<file path="src/rtl/core/ctwb_pkg.sv">
// Shared types, constants and the blackbody white reference table for white balance.
`default_nettype none

package ctwb_pkg;

  localparam int PIX_W   = 8;
  localparam int TEMP_W  = 14;
  localparam int STEP_W  = 8;
  localparam int IDX_W   = 7;

  typedef logic [PIX_W-1:0]  pix_t;
  typedef logic [TEMP_W-1:0] temp_t;
  typedef logic [STEP_W-1:0] step_t;
  typedef logic [IDX_W-1:0]  idx_t;

  localparam int    TABLE_ENTRIES = 111;
  localparam pix_t  PIX_MAX       = 8'd255;
  localparam temp_t TEMP_RESET    = 14'd1000;

  // floor(t / 100) for any 14-bit t equals (t * 5243) >> 19.
  localparam int STEP_RECIP  = 5243;
  localparam int STEP_SHIFT  = 19;
  localparam int STEP_MUL_W  = 27;
  // The first table entry belongs to 1000 K, which is step 10.
  localparam step_t STEP_BASE = 8'd10;
  localparam step_t STEP_SPAN = 8'd111;
  localparam idx_t  IDX_LAST  = 7'd110;

  localparam pix_t WHITE_R [TABLE_ENTRIES] = '{
    8'd255, 8'd255, 8'd255, 8'd255, 8'd255, 8'd255, 8'd255, 8'd255, 8'd255, 8'd255,
    8'd255, 8'd255, 8'd255, 8'd255, 8'd255, 8'd255, 8'd255, 8'd255, 8'd255, 8'd255,
    8'd255, 8'd255, 8'd255, 8'd255, 8'd255, 8'd255, 8'd255, 8'd255, 8'd255, 8'd255,
    8'd255, 8'd255, 8'd255, 8'd255, 8'd255, 8'd255, 8'd255, 8'd255, 8'd255, 8'd255,
    8'd255, 8'd255, 8'd255, 8'd255, 8'd255, 8'd255, 8'd255, 8'd255, 8'd255, 8'd255,
    8'd255, 8'd255, 8'd255, 8'd255, 8'd255, 8'd255, 8'd254, 8'd252, 8'd249, 8'd247,
    8'd245, 8'd243, 8'd240, 8'd239, 8'd237, 8'd235, 8'd233, 8'd231, 8'd230, 8'd228,
    8'd227, 8'd225, 8'd224, 8'd222, 8'd221, 8'd220, 8'd218, 8'd217, 8'd216, 8'd215,
    8'd214, 8'd212, 8'd211, 8'd210, 8'd209, 8'd208, 8'd207, 8'd207, 8'd206, 8'd205,
    8'd207, 8'd207, 8'd206, 8'd205, 8'd204, 8'd204, 8'd203, 8'd202, 8'd202, 8'd201,
    8'd200, 8'd200, 8'd199, 8'd198, 8'd198, 8'd197, 8'd197, 8'd197, 8'd196, 8'd195,
    8'd195
  };

  localparam pix_t WHITE_G [TABLE_ENTRIES] = '{
    8'd56,  8'd71,  8'd83,  8'd93,  8'd101, 8'd109, 8'd115, 8'd121, 8'd126, 8'd131,
    8'd138, 8'd142, 8'd147, 8'd152, 8'd157, 8'd161, 8'd165, 8'd169, 8'd173, 8'd177,
    8'd180, 8'd184, 8'd187, 8'd190, 8'd193, 8'd196, 8'd199, 8'd201, 8'd204, 8'd206,
    8'd209, 8'd211, 8'd213, 8'd215, 8'd217, 8'd219, 8'd221, 8'd223, 8'd225, 8'd227,
    8'd228, 8'd230, 8'd232, 8'd233, 8'd235, 8'd236, 8'd238, 8'd239, 8'd240, 8'd242,
    8'd243, 8'd244, 8'd245, 8'd246, 8'd248, 8'd249, 8'd249, 8'd247, 8'd246, 8'd245,
    8'd243, 8'd242, 8'd241, 8'd240, 8'd239, 8'd238, 8'd237, 8'd236, 8'd235, 8'd234,
    8'd233, 8'd232, 8'd231, 8'd230, 8'd230, 8'd229, 8'd229, 8'd227, 8'd227, 8'd226,
    8'd225, 8'd225, 8'd224, 8'd223, 8'd223, 8'd222, 8'd221, 8'd221, 8'd220, 8'd220,
    8'd218, 8'd218, 8'd217, 8'd217, 8'd216, 8'd216, 8'd215, 8'd215, 8'd214, 8'd214,
    8'd213, 8'd213, 8'd212, 8'd212, 8'd212, 8'd211, 8'd211, 8'd210, 8'd210, 8'd210,
    8'd209
  };

  localparam pix_t WHITE_B [TABLE_ENTRIES] = '{
    8'd1,   8'd1,   8'd1,   8'd1,   8'd1,   8'd1,   8'd1,   8'd1,   8'd1,   8'd1,
    8'd18,  8'd33,  8'd44,  8'd54,  8'd63,  8'd72,  8'd79,  8'd87,  8'd94,  8'd101,
    8'd107, 8'd114, 8'd120, 8'd126, 8'd132, 8'd137, 8'd143, 8'd148, 8'd153, 8'd159,
    8'd163, 8'd168, 8'd173, 8'd177, 8'd182, 8'd186, 8'd190, 8'd194, 8'd198, 8'd202,
    8'd206, 8'd210, 8'd213, 8'd217, 8'd220, 8'd224, 8'd227, 8'd230, 8'd233, 8'd236,
    8'd239, 8'd242, 8'd245, 8'd247, 8'd251, 8'd253, 8'd255, 8'd255, 8'd255, 8'd255,
    8'd255, 8'd255, 8'd255, 8'd255, 8'd255, 8'd255, 8'd255, 8'd255, 8'd255, 8'd255,
    8'd255, 8'd255, 8'd255, 8'd255, 8'd255, 8'd255, 8'd255, 8'd255, 8'd255, 8'd255,
    8'd255, 8'd255, 8'd255, 8'd255, 8'd255, 8'd255, 8'd255, 8'd255, 8'd255, 8'd255,
    8'd255, 8'd255, 8'd255, 8'd255, 8'd255, 8'd255, 8'd255, 8'd255, 8'd255, 8'd255,
    8'd255, 8'd255, 8'd255, 8'd255, 8'd255, 8'd255, 8'd255, 8'd255, 8'd255, 8'd255,
    8'd255
  };

endpackage

`default_nettype wire

</file>
<file path="src/rtl/core/color_temperature_white_balance_top.sv">
// Top level of the color temperature white balance pipeline.
//
//   channel   direction  handshake           payload
//   in_       input      in_valid/in_stall   in_blue_in, in_green_in, in_red_in
//   out_      output     out_valid/out_stall out_blue_out, out_green_out, out_red_out
//   cfg_      input      cfg_wr_en           cfg_temperature_kelvin
//
// One item enters per clock when nothing stalls and passes through four register stages.
// Stage 1 turns the temperature into a 100 K step with a reciprocal multiply,
// stage 2 looks the three gains up, stage 3 forms the products and stage 4
// truncates and saturates into the output register.
// A stalled output only holds the stages that are full; in_stall rises only when
// all four stages hold items and the output is stalled, so bubbles are squeezed out.
// Reset clears every valid bit and sets the temperature to 1000 K.
`default_nettype none

module color_temperature_white_balance_top #(
  parameter int GAIN_FRAC_BITS = 16
) (
  input  logic            clk,
  input  logic            rst_n,
  input  logic            cfg_wr_en,
  input  ctwb_pkg::temp_t cfg_temperature_kelvin,
  input  logic            in_valid,
  output logic            in_stall,
  input  ctwb_pkg::pix_t  in_blue_in,
  input  ctwb_pkg::pix_t  in_green_in,
  input  ctwb_pkg::pix_t  in_red_in,
  output logic            out_valid,
  input  logic            out_stall,
  output ctwb_pkg::pix_t  out_blue_out,
  output ctwb_pkg::pix_t  out_green_out,
  output ctwb_pkg::pix_t  out_red_out
);
  import ctwb_pkg::*;

  localparam int GAIN_W = GAIN_FRAC_BITS + PIX_W;
  localparam int PROD_W = GAIN_W + PIX_W;

  // The user must let the temperature register change only while no item is in flight;
  // the block itself does not enforce this. Only stage 1 reads the register directly.
  temp_t temperature_kelvin_r;
  temp_t temperature_kelvin_nxt;

  // Stage enables: a stage loads when it is empty or the next one loads.
  logic en1, en2, en3, en4;

  // Stage 1: pixel and temperature step.
  logic                  v1_r;
  pix_t                  b1_r, g1_r, r1_r;
  step_t                 step1_r;
  step_t                 step1_nxt;
  logic [STEP_MUL_W-1:0] step_prod;

  // Stage 2: pixel and gains.
  logic              v2_r;
  pix_t              b2_r, g2_r, r2_r;
  logic [GAIN_W-1:0] gb2_r, gg2_r, gr2_r;
  logic [GAIN_W-1:0] gb2_nxt, gg2_nxt, gr2_nxt;

  // Stage 3: full products.
  logic              v3_r;
  logic [PROD_W-1:0] pb3_r, pg3_r, pr3_r;
  logic [PROD_W-1:0] pb3_nxt, pg3_nxt, pr3_nxt;

  // Stage 4: output register.
  logic out_valid_r;
  pix_t ob_r, og_r, or_r;
  pix_t ob_nxt, og_nxt, or_nxt;

  function automatic pix_t saturate(input logic [PROD_W-1:0] prod);
    logic [PROD_W-GAIN_FRAC_BITS-1:0] scaled;
    scaled = prod[PROD_W-1:GAIN_FRAC_BITS];
    if (scaled > (PROD_W-GAIN_FRAC_BITS)'(PIX_MAX)) begin
      return PIX_MAX;
    end
    return scaled[PIX_W-1:0];
  endfunction

  assign en4      = !out_valid_r || !out_stall;
  assign en3      = !v3_r || en4;
  assign en2      = !v2_r || en3;
  assign en1      = !v1_r || en2;
  assign in_stall = !en1;

  always_comb begin
    temperature_kelvin_nxt = temperature_kelvin_r;
    if (cfg_wr_en) begin
      temperature_kelvin_nxt = cfg_temperature_kelvin;
    end
  end

  always_ff @(posedge clk) begin
    if (!rst_n) begin
      temperature_kelvin_r <= TEMP_RESET;
    end else begin
      temperature_kelvin_r <= temperature_kelvin_nxt;
    end
  end

  // floor(temperature / 100) through the reciprocal 5243 / 2^19.
  assign step_prod = STEP_MUL_W'(temperature_kelvin_r) * STEP_MUL_W'(STEP_RECIP);
  assign step1_nxt = step_prod[STEP_SHIFT +: STEP_W];

  ctwb_gain_lut #(
    .GAIN_FRAC_BITS(GAIN_FRAC_BITS)
  ) u_gain_lut (
    .step      (step1_r),
    .gain_red  (gr2_nxt),
    .gain_green(gg2_nxt),
    .gain_blue (gb2_nxt)
  );

  assign pb3_nxt = PROD_W'(b2_r) * PROD_W'(gb2_r);
  assign pg3_nxt = PROD_W'(g2_r) * PROD_W'(gg2_r);
  assign pr3_nxt = PROD_W'(r2_r) * PROD_W'(gr2_r);

  assign ob_nxt = saturate(pb3_r);
  assign og_nxt = saturate(pg3_r);
  assign or_nxt = saturate(pr3_r);

  // Valid bits.
  always_ff @(posedge clk) begin
    if (!rst_n) begin
      v1_r        <= 1'b0;
      v2_r        <= 1'b0;
      v3_r        <= 1'b0;
      out_valid_r <= 1'b0;
    end else begin
      if (en1) begin
        v1_r <= in_valid;
      end
      if (en2) begin
        v2_r <= v1_r;
      end
      if (en3) begin
        v3_r <= v2_r;
      end
      if (en4) begin
        out_valid_r <= v3_r;
      end
    end
  end

  // Payload registers travel with their valid bits.
  always_ff @(posedge clk) begin
    if (en1) begin
      b1_r    <= in_blue_in;
      g1_r    <= in_green_in;
      r1_r    <= in_red_in;
      step1_r <= step1_nxt;
    end
    if (en2) begin
      b2_r  <= b1_r;
      g2_r  <= g1_r;
      r2_r  <= r1_r;
      gb2_r <= gb2_nxt;
      gg2_r <= gg2_nxt;
      gr2_r <= gr2_nxt;
    end
    if (en3) begin
      pb3_r <= pb3_nxt;
      pg3_r <= pg3_nxt;
      pr3_r <= pr3_nxt;
    end
    if (en4) begin
      ob_r <= ob_nxt;
      og_r <= og_nxt;
      or_r <= or_nxt;
    end
  end

  assign out_valid     = out_valid_r;
  assign out_blue_out  = ob_r;
  assign out_green_out = og_r;
  assign out_red_out   = or_r;

endmodule

`default_nettype wire

</file>
<file path="src/rtl/core/ctwb_gain_lut.sv">
// Temperature step to table index clamp and per-channel fixed-point gain lookup.
`default_nettype none

module ctwb_gain_lut #(
  parameter int GAIN_FRAC_BITS = 16
) (
  input  ctwb_pkg::step_t               step,
  output logic [GAIN_FRAC_BITS+8-1:0]   gain_red,
  output logic [GAIN_FRAC_BITS+8-1:0]   gain_green,
  output logic [GAIN_FRAC_BITS+8-1:0]   gain_blue
);
  import ctwb_pkg::*;

  localparam int GAIN_W = GAIN_FRAC_BITS + PIX_W;

  logic [GAIN_W-1:0] red_gain_tab   [TABLE_ENTRIES];
  logic [GAIN_W-1:0] green_gain_tab [TABLE_ENTRIES];
  logic [GAIN_W-1:0] blue_gain_tab  [TABLE_ENTRIES];
  step_t             offset;
  idx_t              idx;

  // Gains are floor((255 << F) / white), all worked out at elaboration.
  for (genvar i = 0; i < TABLE_ENTRIES; i++) begin : g_gain
    localparam longint unsigned NUM  = 64'(PIX_MAX) << GAIN_FRAC_BITS;
    localparam longint unsigned GR   = NUM / 64'(WHITE_R[i]);
    localparam longint unsigned GG   = NUM / 64'(WHITE_G[i]);
    localparam longint unsigned GB   = NUM / 64'(WHITE_B[i]);
    assign red_gain_tab[i]   = GAIN_W'(GR);
    assign green_gain_tab[i] = GAIN_W'(GG);
    assign blue_gain_tab[i]  = GAIN_W'(GB);
  end

  always_comb begin
    offset = step - STEP_BASE;
    if (step < STEP_BASE) begin
      idx = '0;
    end else if (offset >= STEP_SPAN) begin
      idx = IDX_LAST;
    end else begin
      idx = offset[IDX_W-1:0];
    end
  end

  assign gain_red   = red_gain_tab[idx];
  assign gain_green = green_gain_tab[idx];
  assign gain_blue  = blue_gain_tab[idx];

endmodule

`default_nettype wire

</file>
<file path="config.mk">
export PLATFORM = sky130hd
export DESIGN_NAME = color_temperature_white_balance_top
export DESIGN_NICKNAME = d
export VERILOG_FILES = /design/src/rtl/core/ctwb_pkg.sv /design/src/rtl/core/color_temperature_white_balance_top.sv /design/src/rtl/core/ctwb_gain_lut.sv
export SDC_FILE = /design/constraint.sdc
export NUM_CORES = 2
export LEC_CHECK = 0
export ABC_AREA = 1
export ABC_CLOCK_PERIOD_IN_PS = 16010
export BUFFER_PORTS_ARGS = -buffer_cell sky130_fd_sc_hd__buf_2
export CORE_ASPECT_RATIO = 0.7
export CORE_MARGIN = 2
export CORE_UTILIZATION = 45
export DETAILED_ROUTE_END_ITERATION = 8
export GPL_TIMING_DRIVEN = 0
export PLACE_DENSITY = 0.59
export SLEW_MARGIN = 20
export SYNTH_ARGS = -nofsm -noshare
export SYNTH_HDL_FRONTEND = slang
export SYNTH_SLANG_ARGS = --single-unit
export TNS_END_PERCENT = 20
</file>
<file path="constraint.sdc">
create_clock -name clk -period 16.01 [get_ports clk]
set_input_delay 3.202 -clock clk [delete_from_list [all_inputs] [get_ports clk]]
set_output_delay 3.202 -clock clk [all_outputs]
set_load 0.05 [all_outputs]
</file>
==> metrics.md <==
| Metric | Value |
|---|---|
| Crit share post-route | 52.65% |
| Vias per cell | 5.248 |
| Clock buffer depth | 2 |
| Final Core Density | 48.57% |
| Syn Inst Count | 3651 |
| Final Instance Area | 30510 sq um |
| Critical path's slowest cell | inv_4 |
| CP Capture Type | primary output |
| EDFF count, synth | 174 |
| Async SR Flop Fraction | 0% |
| Fmax | 118.6 MHz |
| Layout Nets | 4424 |
| Number of synthesis warnings | 0 |
| DRT iter0 DRCs | 2485 |
| Synth cell types | 51 |
| Synth Flop Type | edfxtp_1 |
| H-tree levels | 4 |
| Reg clk slew, reported paths | 0.07 ns |
| Post-CTS Setup Bufs | 0 |
| Mapped Nets | 4333 |
| Crit path cell chain | buf_2, nand2_2, buf_16, nor2_1, inv_2, nor2_1, inv_4, nor2_1, buf_2 |
| Vias in the first global route | 24.04k |
| Clock Latency Late Sink | 0.53 ns |
| Outcome | complete, no violations |
| Antenna-violating nets left | 0 |
| Hold slack | 0.4212 ns |
| Met3 usage | 12.63% |
| Global Route met2 Usage | 41.87% |
| Die H | 214.2 um |
| CP max FO | 29 |
| Drt total wl | 102600 um |
| Gr ovfl total | 0 |
| Max-cap viol count | 0 |
| Starting Density | 45.22% |
| Relative slew slack | 18.66% |
| Worst EP arrival | 5.23 ns |
| Fraction of the yosys area taken by sequential cells | 19.66% |
| Largest delay contributor family on the critical path | buffers and inverters |
| CP Launch Type | input port |
| Initial antenna violation count | 0 |
| # IOs | 69 |
| Worst slew pin tran | 1.207 ns |
| Clk_skew | 0.02102 ns |
| Fin. max-slew vios | 0 |
| Kind of critical path | in -> out |
| Period minus WS final | 8.429 ns |
| Final Wtd Congestion | 1.040 |
| Unrepaired setup endpoints after global routing | false |
| CTS tree | done |
| Final setup TNS | 0 ns |
| Slowest stage delay, CP | 0.38 ns |
| Total CTS buffers | 17 |
| CTS resizes | 0 |
| Vias | 24.06k |
| Count of final setup violators | 0 |
| Antenna diodes | 0 |
| Pin count of the biggest net entering global routing | 54 |
| Share of layout cells above drive strength 1 | 5.300% |
| #FFs+latches synth | 192 |
| Routed WL per cell | 22.37 um |
| CP Buf/Inv Count | 5 |
| Clk Tree Root Cell | clkbuf_16 |
| Most Used Layer, Global Route | met1 |
| Most frequent CP cell | nor2_1 |
| Mean Syn Cell Area | 7.781 sq um |
| Met1 Usage GRT | 49.49% |
| First-pass GRT wire length | 153800 um |
| Buffers on Ports | 68 |
| Worst hold-check path type | reg -> reg |
| Die area | 65180 sq um |
| GRT Util Overall | 32.22% |
| Drc violations | 0 |
| Worst Path Required | 12.81 ns |
| DP HPWL | 82750 um |
| Post-DP Area | 29890 sq um |
| 1st-pass router iterations | 5 |
| Cell Rows | 77 |
| Synthesized area | 28410 sq um |
| Die width | 304.3 um |
| CTS hold repair buffers | 0 |
| P&R area growth vs syn | 7.409% |
| Clk sinks | 192 |
| CORE AREA | 62820 sq um |
| Hold Vio Cnt, Final | 0 |
-- through the flow --
step	setup slack [ns]	instances
final	7.581	4584
after global routing	7.408	4584
after CTS	7.520	4584
after detailed placement	7.525	4552
after global placement	3.539	4548
after floorplan	5.720	3651
-- layout by cell type, fill, tap and decap left out, types with 6 or more instances in the layout --
cell type    n
nand4_1     18
o21ai_0    131
a21o_1       8
a31oi_1     13
inv_2        9
nand2_2     11
buf_4        8
nor3_1      18
fa_1       375
a21oi_1    168
nor4_1       7
clkbuf_1    69
clkbuf_16   17
edfxtp_1   174
dfxtp_1     18
o211ai_1    14
inv_1      865
nand3_1    135
buf_1       18
buf_6        6
ha_1       264
o21a_1       7
o21ai_1     18
xor2_1      36
xnor2_1     11
clkbuf_2    17
nand2_1    994
nor2_1     162
o22ai_1      6
buf_2       93
-- final cells by class --
type | count | area, sq um
Fill cell | 6383 | 32300
Multi-Input combinational cell | 2440 | 18880
Sequential cell | 192 | 5585
Inverter | 876 | 3291
Tap cell | 829 | 1037
Buffer | 143 | 664.4
Timing Repair Buffer | 72 | 435.4
Clock buffer | 17 | 425.4
Clock inverter | 15 | 193.9
-- registers in the layout, summed over array words and instances (netlist names) --
signal                count
g2_r                      8
out_blue_out              8
b1_r                      8
v1_r                      1
step1_r                   8
gr2_r                    15
v2_r                      1
out_red_out               8
r1_r                      8
pr3_r                    10
g1_r                      8
temperature_kelvin_r     14
out_green_out             8
pb3_r                    16
v3_r                      1
pg3_r                    13
gg2_r                    19
out_valid                 1
gb2_r                    21
b2_r                      8
r2_r                      8
-- cell usage after synthesis, types with 3 or more instances --
library cell  count  share of area (%)
a211oi_1          5               0.13
a21o_1            8               0.21
a21oi_1         168                3.0
a31oi_1          13               0.29
buf_1            18               0.24
buf_2            25               0.44
buf_4             8               0.21
buf_6             6               0.24
clkbuf_1         69               0.91
clkbuf_2         17               0.30
dfxtp_1          18                1.3
edfxtp_1        174                 18
fa_1            375                 26
ha_1            264                 12
inv_1           868                 11
inv_2             7              0.093
nand2_1         995                 13
nand2_2          10               0.22
nand2_4           3               0.12
nand3_1         135                2.4
nand3_2           5               0.18
nand4_1          18               0.40
nor2_1          163                2.2
nor3_1           18               0.32
nor4_1            7               0.15
o211ai_1         14               0.37
o21a_1            7               0.18
o21ai_0         131                2.3
o21ai_1          18               0.32
o21bai_1          5               0.13
o22ai_1           6               0.13
xnor2_1          11               0.34
xor2_1           36                1.1
-- cell families after synthesis --
| family | synth area share (%) |
|---|---|
| DFF | 19.66 |
| buffers and inverters | 13.91 |
| and+or+nand+nor | 19.42 |
| xor gates and xnor gates | 1.449 |
| AOI/OAI and AO/OA | 7.501 |
| adders and majority gates | 38.05 |
-- path summary, 6_finish.rpt --
check / from / end / slack [ns] / cells after the start
max: out_stall / in_stall / 7.58 / 9
min: g1_r[0]$_DFFE_PN_ / g2_r[0]$_DFFE_PP_ / 0.42 / 0
max reg2reg: g2_r[6]$_DFFE_PP_ / pg3_r[25]$_DFFE_PP_ / 10.51 / 17
min reg2reg: g1_r[0]$_DFFE_PN_ / g2_r[0]$_DFFE_PP_ / 0.42 / 0
-- per-layer routing --
metal,up-vias,share of wire [%]
li1,11280,-
met4,0,2.0
met1,11660,49
met2,1000,37
met5,-,0
met3,119,12
Power is not shown: default switching activity piles up to over one toggle a cycle in this logic, so the estimate is an artifact.
